$ cat src/rtl/tdpt_pkg.sv
// ----------------------------------------------------------------------------
// tdpt_pkg
// Shared constants for the trial division prime test block: the width of the
// request field and the fixed values used in the candidate screen.
// ----------------------------------------------------------------------------
package tdpt_pkg;

  localparam int CAND_BITS = 32;   // width of the candidate field on the request channel
  localparam int SMALLEST_PRIME = 2;
  localparam int FIRST_ODD_DIVISOR = 3;
  localparam int DIVISOR_STEP = 2;

endpackage

$ cat src/rtl/tdpt_div.sv
// ----------------------------------------------------------------------------
// tdpt_div
// Bit-serial restoring divider. Retires one quotient bit per cycle while busy;
// done pulses once with the quotient and remainder valid.
// ----------------------------------------------------------------------------
module tdpt_div
  import tdpt_pkg::*;
#(
  parameter int WIDTH = 32
) (
  input  logic             clk,
  input  logic             rst,
  input  logic             start,
  input  logic [WIDTH-1:0] dividend,
  input  logic [WIDTH-1:0] divisor,
  output logic             done,
  output logic [WIDTH-1:0] quot,
  output logic [WIDTH-1:0] rem
);

  localparam int CW = $clog2(WIDTH + 1);

  logic          busy;
  logic [CW-1:0] cnt;
  logic [WIDTH:0] shifted;
  logic [WIDTH:0] diff;

  // Shift the next dividend bit into the partial remainder, then try a subtract.
  assign shifted = {rem, quot[WIDTH-1]};
  assign diff    = shifted - {1'b0, divisor};

  always_ff @(posedge clk) begin
    if (rst) begin
      busy <= 1'b0;
      done <= 1'b0;
      cnt  <= '0;
    end else begin
      done <= 1'b0;
      if (start) begin
        busy <= 1'b1;
        cnt  <= CW'(WIDTH);
      end else if (busy) begin
        cnt <= cnt - CW'(1);
        if (cnt == CW'(1)) begin
          busy <= 1'b0;
          done <= 1'b1;
        end
      end
    end
  end

  always_ff @(posedge clk) begin
    if (start) begin
      quot <= dividend;
      rem  <= '0;
    end else if (busy) begin
      quot <= {quot[WIDTH-2:0], ~diff[WIDTH]};
      // restore on borrow
      rem  <= diff[WIDTH] ? shifted[WIDTH-1:0] : diff[WIDTH-1:0];
    end
  end

endmodule

$ cat config.mk
export PLATFORM = sky130hd
export DESIGN_NAME = tdpt_div
export DESIGN_NICKNAME = d
export VERILOG_FILES = /design/src/rtl/tdpt_pkg.sv /design/src/rtl/tdpt_div.sv
export SDC_FILE = /design/constraint.sdc
export NUM_CORES = 1
export LEC_CHECK = 0
export BUFFER_PORTS_ARGS = -buffer_cell sky130_fd_sc_hd__buf_2
export CAP_MARGIN = 20
export CELL_PAD_IN_SITES_DETAIL_PLACEMENT = 2
export CELL_PAD_IN_SITES_GLOBAL_PLACEMENT = 2
export CORE_MARGIN = 4
export CORE_UTILIZATION = 34
export DETAILED_ROUTE_END_ITERATION = 10
export PLACE_DENSITY_LB_ADDON = 0.1
export SYNTH_ARGS = -nofsm -noshare
export SYNTH_HDL_FRONTEND = slang
export SYNTH_SLANG_ARGS = --single-unit
$ cat constraint.sdc
create_clock -name clk -period 8.72 [get_ports clk]
set_input_delay 1.308 -clock clk [delete_from_list [all_inputs] [get_ports clk]]
set_output_delay 1.308 -clock clk [all_outputs]
set_load 0.01 [all_outputs]
==> results.md, run 1 <==
- The run finished with clean final reports.
- The largest incremental delay on the critical path is 0.52 ns.
- The fraction of registers with async set/reset is 0.
- The total die area is 16,900 sq um.
- The initial antenna violation count is 0.
- The leakage dissipation is 2.70 nW.
- Among all stages on the critical path, the largest delay is contributed by sky130_fd_sc_hd__nand2_2.
- The critical path starts at divisor[0].
- The setup TNS after final layout is 0 ns.
- In this run the core area contains 44 standard-cell rows.
- The number of warnings printed during yosys synthesis is 0.
- For this design the top-level I/O count stands at 132.
- The filler-free cell count of the finished design is 863.
- The worst setup path is of the primary input to register kind.
- Synthesis produced a netlist with a net count of 662.
- The final hold violation count is 0.
- The kind of end point of the critical path is a register.
- The routed layout has 4,701 vias.
- The final number of max-transition violations is 0.
- Of the cells placed in the final design, the portion with a size suffix greater than 1 is 0.293.
- Traced cell by cell, the critical path runs through buf_2 -> ha_1 -> fa_1 -> nor2b_1 -> o31a_1 -> o21a_1 -> o211ai_1 -> a211oi_1 -> nand2_2 -> and2_1 -> a311oi_1 -> nor3_1.
- Setup repair after global routing left no endpoint under its margin.
- The number of cells in the design after placement is 847.
- Summed over all layers, the global routing overflow is 0.
- The clock latency on the worst-skew pair is 0.34 ns.
- The H-tree depth is 3.
- Setup violations remaining at the end of the flow were counted as 0.
- The netlist uses 66 different library cells.
- Data arrives at the worst endpoint at 4.39 ns.
- The die is 130 um wide.
- Summed over all layers, the routed wires come to 17,400 um.
- The DRC violation total after the first TritonRoute iteration is 208.
- The type of the most critical hold path is register to register.
- Headroom to the max-slew limit came out at 0.479.
- The count of instances resized after the clock tree is built is 0.
- The number of buffers and inverters on the critical path is 1.
- Routability-driven placement finished with a final weighted congestion of 0.834.
- In this run the tool buffered the top-level ports with 131 buffer cells.
- The number of buffers created by CTS is 9.
- The peak clock frequency supported by timing is 238 MHz.
- The startpoint identified for the worst hold timing path is cnt[1].
- The sequential element share of the synthesized area is 0.348.
- The tool flagged a number of max-cap violations equal to 0.
- The cell area after technology mapping is 5060 sq um.
- The clock passes through at most 2 buffers.
- 0 antenna diodes ended up in the layout.
- Post-CTS timing repair inserted 0 buffers for setup.
- The routed via count divided by cell count is 5.45.
- The actual slew at the worst max-slew pin is 0.782 ns.
- The first global-routing pass estimated 27,500 um of wire.
- The clock period minus final worst setup slack is 4.20 ns.
- The remaining routing DRC violations is 0.
- The cell count after synthesis came out at 560.
- The area growth from synthesis to final layout is 20.7%.
- The layout net count is 776.
- The total routing resource utilization after global routing is 0.205.
- In the final routed layout, each cell accounts on average for 20.1 um.
- The starting density of the core is 0.348.
- At the worst endpoint, the required time is 8.90 ns.
- In this run the critical register-to-register path is launched from quot[31].
- On the final layout, the worst clock skew is 0.00860 ns.
- The largest voltage drop on the vdd net is 0.0919 mV.
- The largest fanout on the critical path is 34.
- The synthesized design contains 32 enable-type register cells.
- TritonCTS built the clock tree.
- The height of the chip is 130 um.
- The maximum number of pins on one net before global-route repair is 64.
- The filler cells instantiated in the layout total 1,663.
- The mean cell area of the mapped netlist is 9.04 sq um.
- Counting flops and latches in the post-synthesis netlist gives 72.
- For this run, the leading register cell type out of synthesis is sky130_fd_sc_hd__dfxtp_1.
- STA classifies the critical path startpoint as a primary input.
- The number of global-route vias before repair was 5,143.
- Once detail routing completed, the nets flagged for antenna violations numbered 0.
- CTS placed an instance of sky130_fd_sc_hd__clkbuf_16 at the clock tree root.
- Counting every sink on the clock net gives 72.
- The number of buffers added to fix hold violations after cts is 0.
- The pre-antenna-repair detailed-routing pass consisted of 4 iterations.
- The clock-pin slew on the worst setup and hold paths is 0.06 ns.
- The portion of the clock cycle consumed by the worst path in the final layout is 0.482.
- The total half-perimeter wirelength after legalization and detailed placement is 12,900 um.
- Broken down by cell family, the worst path's largest delay share belongs to compound AO/OA/AOI/OAI gates.
- The floorplan step defined a core boundary enclosing 14,500 sq um.
- In this run the power density over the cells is 182 nW/um^2.
- The final cell utilization of the core is 0.420.
-- synth_stat cells (all sizes together), types with 4 or more instances --
cell type	number	area share
nor3	16	0.017
o21ai	30	0.030
clkbuf	23	0.017
a21o	11	0.016
mux2	31	0.069
a311oi	4	0.0094
nand4	8	0.0099
xnor2	17	0.029
nor2	56	0.042
dfxtp	40	0.16
nor2b	5	0.0062
edfxtp	32	0.19
o211ai	6	0.0089
a2111oi	4	0.0074
ha	34	0.084
inv	42	0.031
nand2	38	0.029
o21a	8	0.012
mux2i	9	0.018
and3	6	0.0074
xor2	11	0.019
a21oi	44	0.046
buf	8	0.017
a211oi	24	0.037
nand3	6	0.0079
-- sequential cells by signal, indices dropped and copies added, names as in the netlist --
signal / cells
quot: 32
rem: 32
cnt: 6
busy: 1
done: 1
-- worst register-to-register path, stage by stage (launching register included) --
cell	delay (ns)
sky130_fd_sc_hd__edfxtp_1	0.39
sky130_fd_sc_hd__inv_1	0.07
sky130_fd_sc_hd__ha_1	0.21
sky130_fd_sc_hd__fa_1	0.38
sky130_fd_sc_hd__nor2b_1	0.21
sky130_fd_sc_hd__o31a_1	0.24
sky130_fd_sc_hd__o21a_1	0.23
sky130_fd_sc_hd__o211ai_1	0.12
sky130_fd_sc_hd__a211oi_1	0.34
sky130_fd_sc_hd__nand2_2	0.52
sky130_fd_sc_hd__and2_1	0.37
sky130_fd_sc_hd__a311oi_1	0.26
sky130_fd_sc_hd__nor3_1	0.09
-- logic make-up (layout without fill, tap and decap cells) --
family	Yosys count	count (layout)	synth area share
fa+ha+maj	35	35	0.0880
buf+inv	73	192	0.0658
xor+xnor	28	28	0.0485
flops	72	72	0.348
compound gates	160	160	0.221
mux	40	40	0.0868
simple gates	152	152	0.142
-- final cells by class --
cell class / count / area, sq um / share of cell area
clock inverter: 5 / 81.3 / 0.0133
tap: 184 / 230 / 0.0377
sequential: 72 / 1760 / 0.289
inverter: 42 / 158 / 0.0258
multi-input combinational: 415 / 2970 / 0.485
timing repair buffer: 134 / 678 / 0.111
clock buffer: 11 / 233 / 0.0381
-- per-layer routing --
metal / track usage / share of wire / vias to the layer above
met5: 0 / 0 / -
met4: 0.0654 / 0.017 / 0
met3: 0.0303 / 0.039 / 19
met2: 0.362 / 0.50 / 102
met1: 0.259 / 0.45 / 2317
li1: - / - / 2263
-- final timing paths --
path / cells past startpoint / end / slack (ns)
setup / recovery: 12 / rem[23] / 4.52
hold / removal: 2 / cnt[1] / 0.50
setup reg to reg: 12 / rem[23] / 5.13
hold reg to reg: 2 / cnt[1] / 0.50
-- layout by cell type, fill, tap and decap left out, types with 3 or more instances in the layout --
cell type,n
sky130_fd_sc_hd__nand2_1,37
sky130_fd_sc_hd__dfxtp_1,39
sky130_fd_sc_hd__mux2i_1,9
sky130_fd_sc_hd__nor2_1,56
sky130_fd_sc_hd__ha_1,34
sky130_fd_sc_hd__a21o_1,11
sky130_fd_sc_hd__nand4_1,8
sky130_fd_sc_hd__a211oi_1,23
sky130_fd_sc_hd__nand2b_1,3
sky130_fd_sc_hd__nor2b_1,5
sky130_fd_sc_hd__a21oi_1,40
sky130_fd_sc_hd__o31a_1,3
sky130_fd_sc_hd__edfxtp_1,32
sky130_fd_sc_hd__o21bai_1,3
sky130_fd_sc_hd__xor2_1,11
sky130_fd_sc_hd__nor3_1,15
sky130_fd_sc_hd__xnor2_1,17
sky130_fd_sc_hd__buf_4,3
sky130_fd_sc_hd__o31ai_1,3
sky130_fd_sc_hd__a21oi_2,4
sky130_fd_sc_hd__buf_2,131
sky130_fd_sc_hd__or2_2,3
sky130_fd_sc_hd__o211ai_1,6
sky130_fd_sc_hd__o21a_1,8
sky130_fd_sc_hd__clkbuf_16,9
sky130_fd_sc_hd__mux2_2,31
sky130_fd_sc_hd__inv_1,42
sky130_fd_sc_hd__o21ai_0,28
sky130_fd_sc_hd__and3_1,6
sky130_fd_sc_hd__nand3_1,4
-- per-stage QoR --
stage | setup slack [ns] | hold WS [ns] | power, mW | area [sq um]
final | 4.52 | 0.505 | 1.11 | 6110
after global routing | 4.26 | 0.537 | 1.17 | 6110
after CTS | 4.50 | 0.506 | 1.13 | 6110
after detailed placement | 4.13 | 0.497 | 0.711 | 5790
after global placement | 4.28 | 0.476 | 0.697 | 5790
after floorplan | 5.03 | 0.463 | 0.613 | 5060
-- power breakdown --
| group | internal, mW | switching, mW |
|---|---|---|
| sequential | 0.387 | 0.0235 |
| combinational | 0.121 | 0.172 |
| clock | 0.252 | 0.155 |
Power figures use the tool's default switching activity.
==> run 2: changes to the inputs <==
--- a/config.mk
+++ b/config.mk
@@ -5,12 +5,13 @@
 export SDC_FILE = /design/constraint.sdc
 export NUM_CORES = 1
 export LEC_CHECK = 0
+export ABC_AREA = 1
 export BUFFER_PORTS_ARGS = -buffer_cell sky130_fd_sc_hd__buf_2
 export CAP_MARGIN = 20
 export CELL_PAD_IN_SITES_DETAIL_PLACEMENT = 2
 export CELL_PAD_IN_SITES_GLOBAL_PLACEMENT = 2
 export CORE_MARGIN = 4
-export CORE_UTILIZATION = 34
+export CORE_UTILIZATION = 29
 export DETAILED_ROUTE_END_ITERATION = 10
 export PLACE_DENSITY_LB_ADDON = 0.1
 export SYNTH_ARGS = -nofsm -noshare
==> constraint.sdc (replaced) <==
create_clock -name clk -period 4.2 [get_ports clk]
set_input_delay 0.63 -clock clk [delete_from_list [all_inputs] [get_ports clk]]
set_output_delay 0.63 -clock clk [all_outputs]
set_load 0.01 [all_outputs]
==> run 2 against run 1 <==
  * Final cell count grew 63%
  * Combinational power hardly changed
  * First-iteration DRC count up 11%
  * Setup slack lost 3.2 ns
  * Area after synthesis up 20%
  * Synthesized cell count increased by 80%
  * Critical path type is now register to register
==> results.md, run 2 <==
- By startpoint and endpoint, the worst setup path is classified as register to register.
- The number of buffers and inverters on the critical path is 2 (+1).
- The starting density of the core is 0.298 (-0.0505).
- Grouping stages by cell kind, the critical path spends the most delay in simple AND/OR/NAND/NOR gates.
- The share of cell area taken by muxes after synthesis was 0 (-0.0868).
- The cell occurring most often along the worst timing path is sky130_fd_sc_hd__nand2_2.
- The number of setup buffers added after CTS was 0 (unchanged).
- The highest-delay cell along the critical path is sky130_fd_sc_hd__nand2_2.
- The number of search-and-repair iterations in the first detailed-routing pass came to 4 (unchanged).
- In the synthesized netlist the dominant register cell turns out to be sky130_fd_sc_hd__dfxtp_1.
- The synthesized-area fraction occupied by ao, oa, aoi and oai cells is 0.0287 (-0.192).
- The remaining antenna violation count is 0 (unchanged).
- The sequential element share of the synthesized area is 0.291 (-0.0575).
- The largest fanout on the critical path came to 33 (-2.9%).
- The signal on the critical path passes through inv_1 -> ha_1 -> fa_1 -> inv_1 -> nand2_1 -> nand2_1 -> nand3_1 -> nand2_2 -> nand2_2 -> nand2_4 -> nand2_4 -> nand2_2 -> nand2_1 -> nand2_2 -> o21ai_0.
- The number of enable flip-flop cells after synthesis is 32 (unchanged).
- The flow ran to the end, and the final reports show no timing, DRC or antenna violations.
- In the post-synthesis netlist, the cell with the most instances is sky130_fd_sc_hd__nand2_1.
- By area the synthesized netlist is led by sky130_fd_sc_hd__nand2_1, sky130_fd_sc_hd__edfxtp_1, sky130_fd_sc_hd__dfxtp_1.
- STA classifies the critical path endpoint as a register.
- The met2 wire length is 10,500 um (+22%).
- In the layout the commonest cells are sky130_fd_sc_hd__nand2_1, sky130_fd_sc_hd__inv_1, sky130_fd_sc_hd__buf_2.
- The layout net count is 1,234 (+59%).
- The remaining routing DRC violations was 0 (unchanged).
- The count of state elements after synthesis is 72 (unchanged).
- The number of global-route vias before repair was 6,929 (+35%).
- The number of max-cap violations is 0 (unchanged).
- The wire length on met3 came to 747 um (+11%).
- The net switching component of the power came to 0.606 mW (+73%).
- The total setup violations reported at the end of the flow is 0 (unchanged).
- The cell area after technology mapping came to 6060 sq um (+20%).
- The met1 layer wirelength in the final routing is 9900 um (+27%).
- The number of cells produced by synthesis is 1,006 (+80%).
- The wire length per cell is 15.3 um (-24%).
- The clock tree root driver cell is sky130_fd_sc_hd__clkbuf_16.
- The final hold violation count is 0 (unchanged).
- The clock power share is 0.427 (+0.061).
- The sequential cell fraction of total power is 0.419 (+0.049).
- The floorplan core area is 20,400 sq um (+40%).
- The clock tree from TritonCTS is built.
- The peak clock frequency supported by timing is 343 MHz.
- The TritonCTS sink count is 72 (unchanged).
- The final cell utilization of the core was 0.357 (-0.0637).
- The number of top-level pins was 132 (unchanged).
- The portion of total power attributed to combinational logic is 0.154 (-0.110).
- The biggest area contributor in the post-synthesis netlist is sky130_fd_sc_hd__nand2_1.
- Setup repair after global routing left no endpoint under its margin.
- The largest incremental delay on the critical path was 0.63 ns (+0.11 ns).
- The kind of start point of the critical path is a register.
- The switching portion of total power is 0.317 (+0.00133).
- After synthesis, the largest family of logic cells by area is simple AND/OR/NAND/NOR gates.
- The setup TNS after final layout is 0 ns (unchanged).
- The H-tree depth is 3 (unchanged).
- The number of warnings printed during yosys synthesis is 0 (unchanged).
- The final antenna diode count is 0 (unchanged).
- The leakage dissipation is 4.31 nW (+60%).
- The via count of the routed design is 6,446 (+37%).
- The clock latency on the worst-skew pair is 0.36 ns (+0.02 ns).
- The die width came to 153 um (+17%).
- The cell area after placement was 6960 sq um (+20%).
- The number of buffers added to fix hold violations after cts was 0 (unchanged).
- The total power divided by cell area is 263 nW/um^2 (+45%).
- The final wirelength was 21,500 um (+24%).
- The initial antenna violation count was 1 (+1).
- The fraction of the mapped netlist area in simple logic gates was 0.432 (+0.290).
- The clock-pin slew on the worst setup and hold paths is 0.07 ns (about the same).
- The actual slew at the worst max-slew pin is 1.01 ns (+0.230 ns).
- The number of nets in the synthesized netlist came to 1,108 (+67%).
- The global-route wire length before repair is 35,800 um (+30%).
- The total die area is 23,300 sq um (+38%).
- The routed via count divided by cell count is 4.58 (-16%).
- The post-layout instance area is 7260 sq um (+19%).
- The count of instances resized after the clock tree is built was 0 (unchanged).
- The number of fill cells came to 2,609 (+57%).
- In the final layout, the registers with the most flip-flops are quot: 32 flops, rem: 32 flops, cnt: 6 flops.
- The total routing resource utilization after global routing is 0.187 (-0.0178).
- The DRC violation total after the first TritonRoute iteration is 231 (+11%).
- The fraction of registers with async set/reset is 0 (unchanged).
- The commonest non-fill, non-tap cell in the layout is sky130_fd_sc_hd__nand2_1.
- The clock skew after layout is 0.0144 ns (+0.00583 ns).
- The maximum root-to-sink buffer count is 2 (unchanged).
- The cell internal power dissipation came to 1.31 mW (+72%).
- The number of buffers created by CTS was 9 (unchanged).
- The required time of the critical path is 4.28 ns (-4.62 ns).
- The number of buffers inserted by port buffering is 131 (unchanged).
- The post-synthesis share of cell area spent on xor and xnor gates is 0.0231 (-0.0253).
- The global route total overflow is 0 (unchanged).
- The number of unique standard cell types used by synthesis is 39 (-41%).
- The final number of max-transition violations came to 0 (unchanged).
- The total half-perimeter wirelength after legalization and detailed placement is 17,100 um (+33%).
- The share of layout cells above drive strength 1 is 0.179 (-0.115).
- The mean cell area of the mapped netlist came to 6.02 sq um (-33%).
- The headroom to the max-slew limit came to 0.325 (-0.154).
- In this run the worst hold path is classified as primary input to register.
- The portion of the clock cycle consumed by the worst path in the final layout is 0.694.
- The post-synthesis adder-cell area fraction is 0.0735 (-0.0145).
- The uppermost layer routed is met5.
- The maximum number of pins on one net before global-route repair is 38 (-41%).
- The top cell type's share of synthesized area is 0.286 (+0.0956).
- The area growth from synthesis to final layout is 19.8%.
- The final weighted congestion of routability-driven global placement was 0.833 (about the same).
- The number of cell rows came to 52 (+18%).
- The clock period minus final worst setup slack is 2.92 ns.
- The largest voltage drop on the vdd net is 0.186 mV (+100%).
- The height of the chip is 153 um (+17%).
- Ranked by instance count, the synthesized netlist is headed by sky130_fd_sc_hd__nand2_1, sky130_fd_sc_hd__inv_1, sky130_fd_sc_hd__nor2_1.
- The data arrival time of the worst path is 2.99 ns (-1.40 ns).
==> run 2: cell count changes in the layout (fill, tap and decap cells not counted), moves of 7 or more <==
cell                       previous run  this run
sky130_fd_sc_hd__a211oi_1            23         2
sky130_fd_sc_hd__inv_2                0         9
sky130_fd_sc_hd__a21oi_1             40        18
sky130_fd_sc_hd__mux2i_1              9         0
sky130_fd_sc_hd__nand2_2              1        17
sky130_fd_sc_hd__nand2_1             37       461
sky130_fd_sc_hd__inv_1               42       202
sky130_fd_sc_hd__nand3_1              4        46
sky130_fd_sc_hd__o21a_1               8         0
sky130_fd_sc_hd__o21ai_0             28         3
sky130_fd_sc_hd__xor2_1              11         4
sky130_fd_sc_hd__nand3_2              2        11
sky130_fd_sc_hd__a21o_1              11         1
sky130_fd_sc_hd__mux2_2              31         0
==> run 2: logic make-up after synthesis <==
logic type	Yosys count
XOR/XNOR	16
buffers and inverters	231
AND/OR/NAND/NOR	622
flip-flops	72
adder cells (fa/ha/maj)	35
AO/OA/AOI/OAI	30
==> run 2: metrics by stage <==
step                worst slack (ns)  total power, mW  hold WS (ns)  instances
global route                   0.954             2.02         0.494       1407
detailed placement             0.942             1.12         0.487       1391
CTS                             1.25             1.96         0.473       1407
global placement               0.997             1.11         0.478       1391
finish                          1.28             1.91         0.485       1407
floorplan                       1.71            0.989         0.461       1006
==> run 2: final cells by class <==
class,instances,area (sq um),area share
clock inverters,7,73.8,0.0102
flip-flops and latches,72,1760,0.243
multi-input cells,703,3380,0.466
inverters,211,792,0.109
clock buffers,9,225,0.0310
repair buffers,135,686,0.0944
well taps,270,338,0.0465
==> run 2: routing by layer <==
layer / global-route usage / up-vias
met1: 0.241 / 3082
met3: 0.0298 / 17
met2: 0.331 / 102
met4: 0.0407 / 2
li1: - / 3243
met5: 0 / -
==> run 2: worst register-to-register path, cell delays in order (launching register included) <==
cell	delay, ns
sky130_fd_sc_hd__edfxtp_1	0.37
sky130_fd_sc_hd__inv_1	0.06
sky130_fd_sc_hd__ha_1	0.20
sky130_fd_sc_hd__fa_1	0.41
sky130_fd_sc_hd__inv_1	0.09
sky130_fd_sc_hd__nand2_1	0.05
sky130_fd_sc_hd__nand2_1	0.07
sky130_fd_sc_hd__nand3_1	0.08
sky130_fd_sc_hd__nand2_2	0.13
sky130_fd_sc_hd__nand2_2	0.08
sky130_fd_sc_hd__nand2_4	0.09
sky130_fd_sc_hd__nand2_4	0.06
sky130_fd_sc_hd__nand2_2	0.08
sky130_fd_sc_hd__nand2_1	0.08
sky130_fd_sc_hd__nand2_2	0.63
sky130_fd_sc_hd__o21ai_0	0.16
==> run 2: final timing paths <==
check	endpoint	from	slack, ns	depth (start not counted)
min reg2reg	rem[13]	rem[13]	0.49	2
max	quot[0]	quot[31]	1.28	15
max reg2reg	quot[0]	quot[31]	1.28	15
min	busy	rst	0.48	2
==> run 2: power by group through the flow <==
| stage | sequential [mW] | clock, mW | combinational [mW] |
|---|---|---|---|
| final | 0.802 | 0.816 | 0.294 |
| after global routing | 0.809 | 0.875 | 0.336 |
| after CTS | 0.803 | 0.852 | 0.302 |
| after detailed placement | 0.817 | 0 | 0.301 |
| after global placement | 0.818 | 0 | 0.291 |
| after floorplan | 0.830 | 0 | 0.159 |
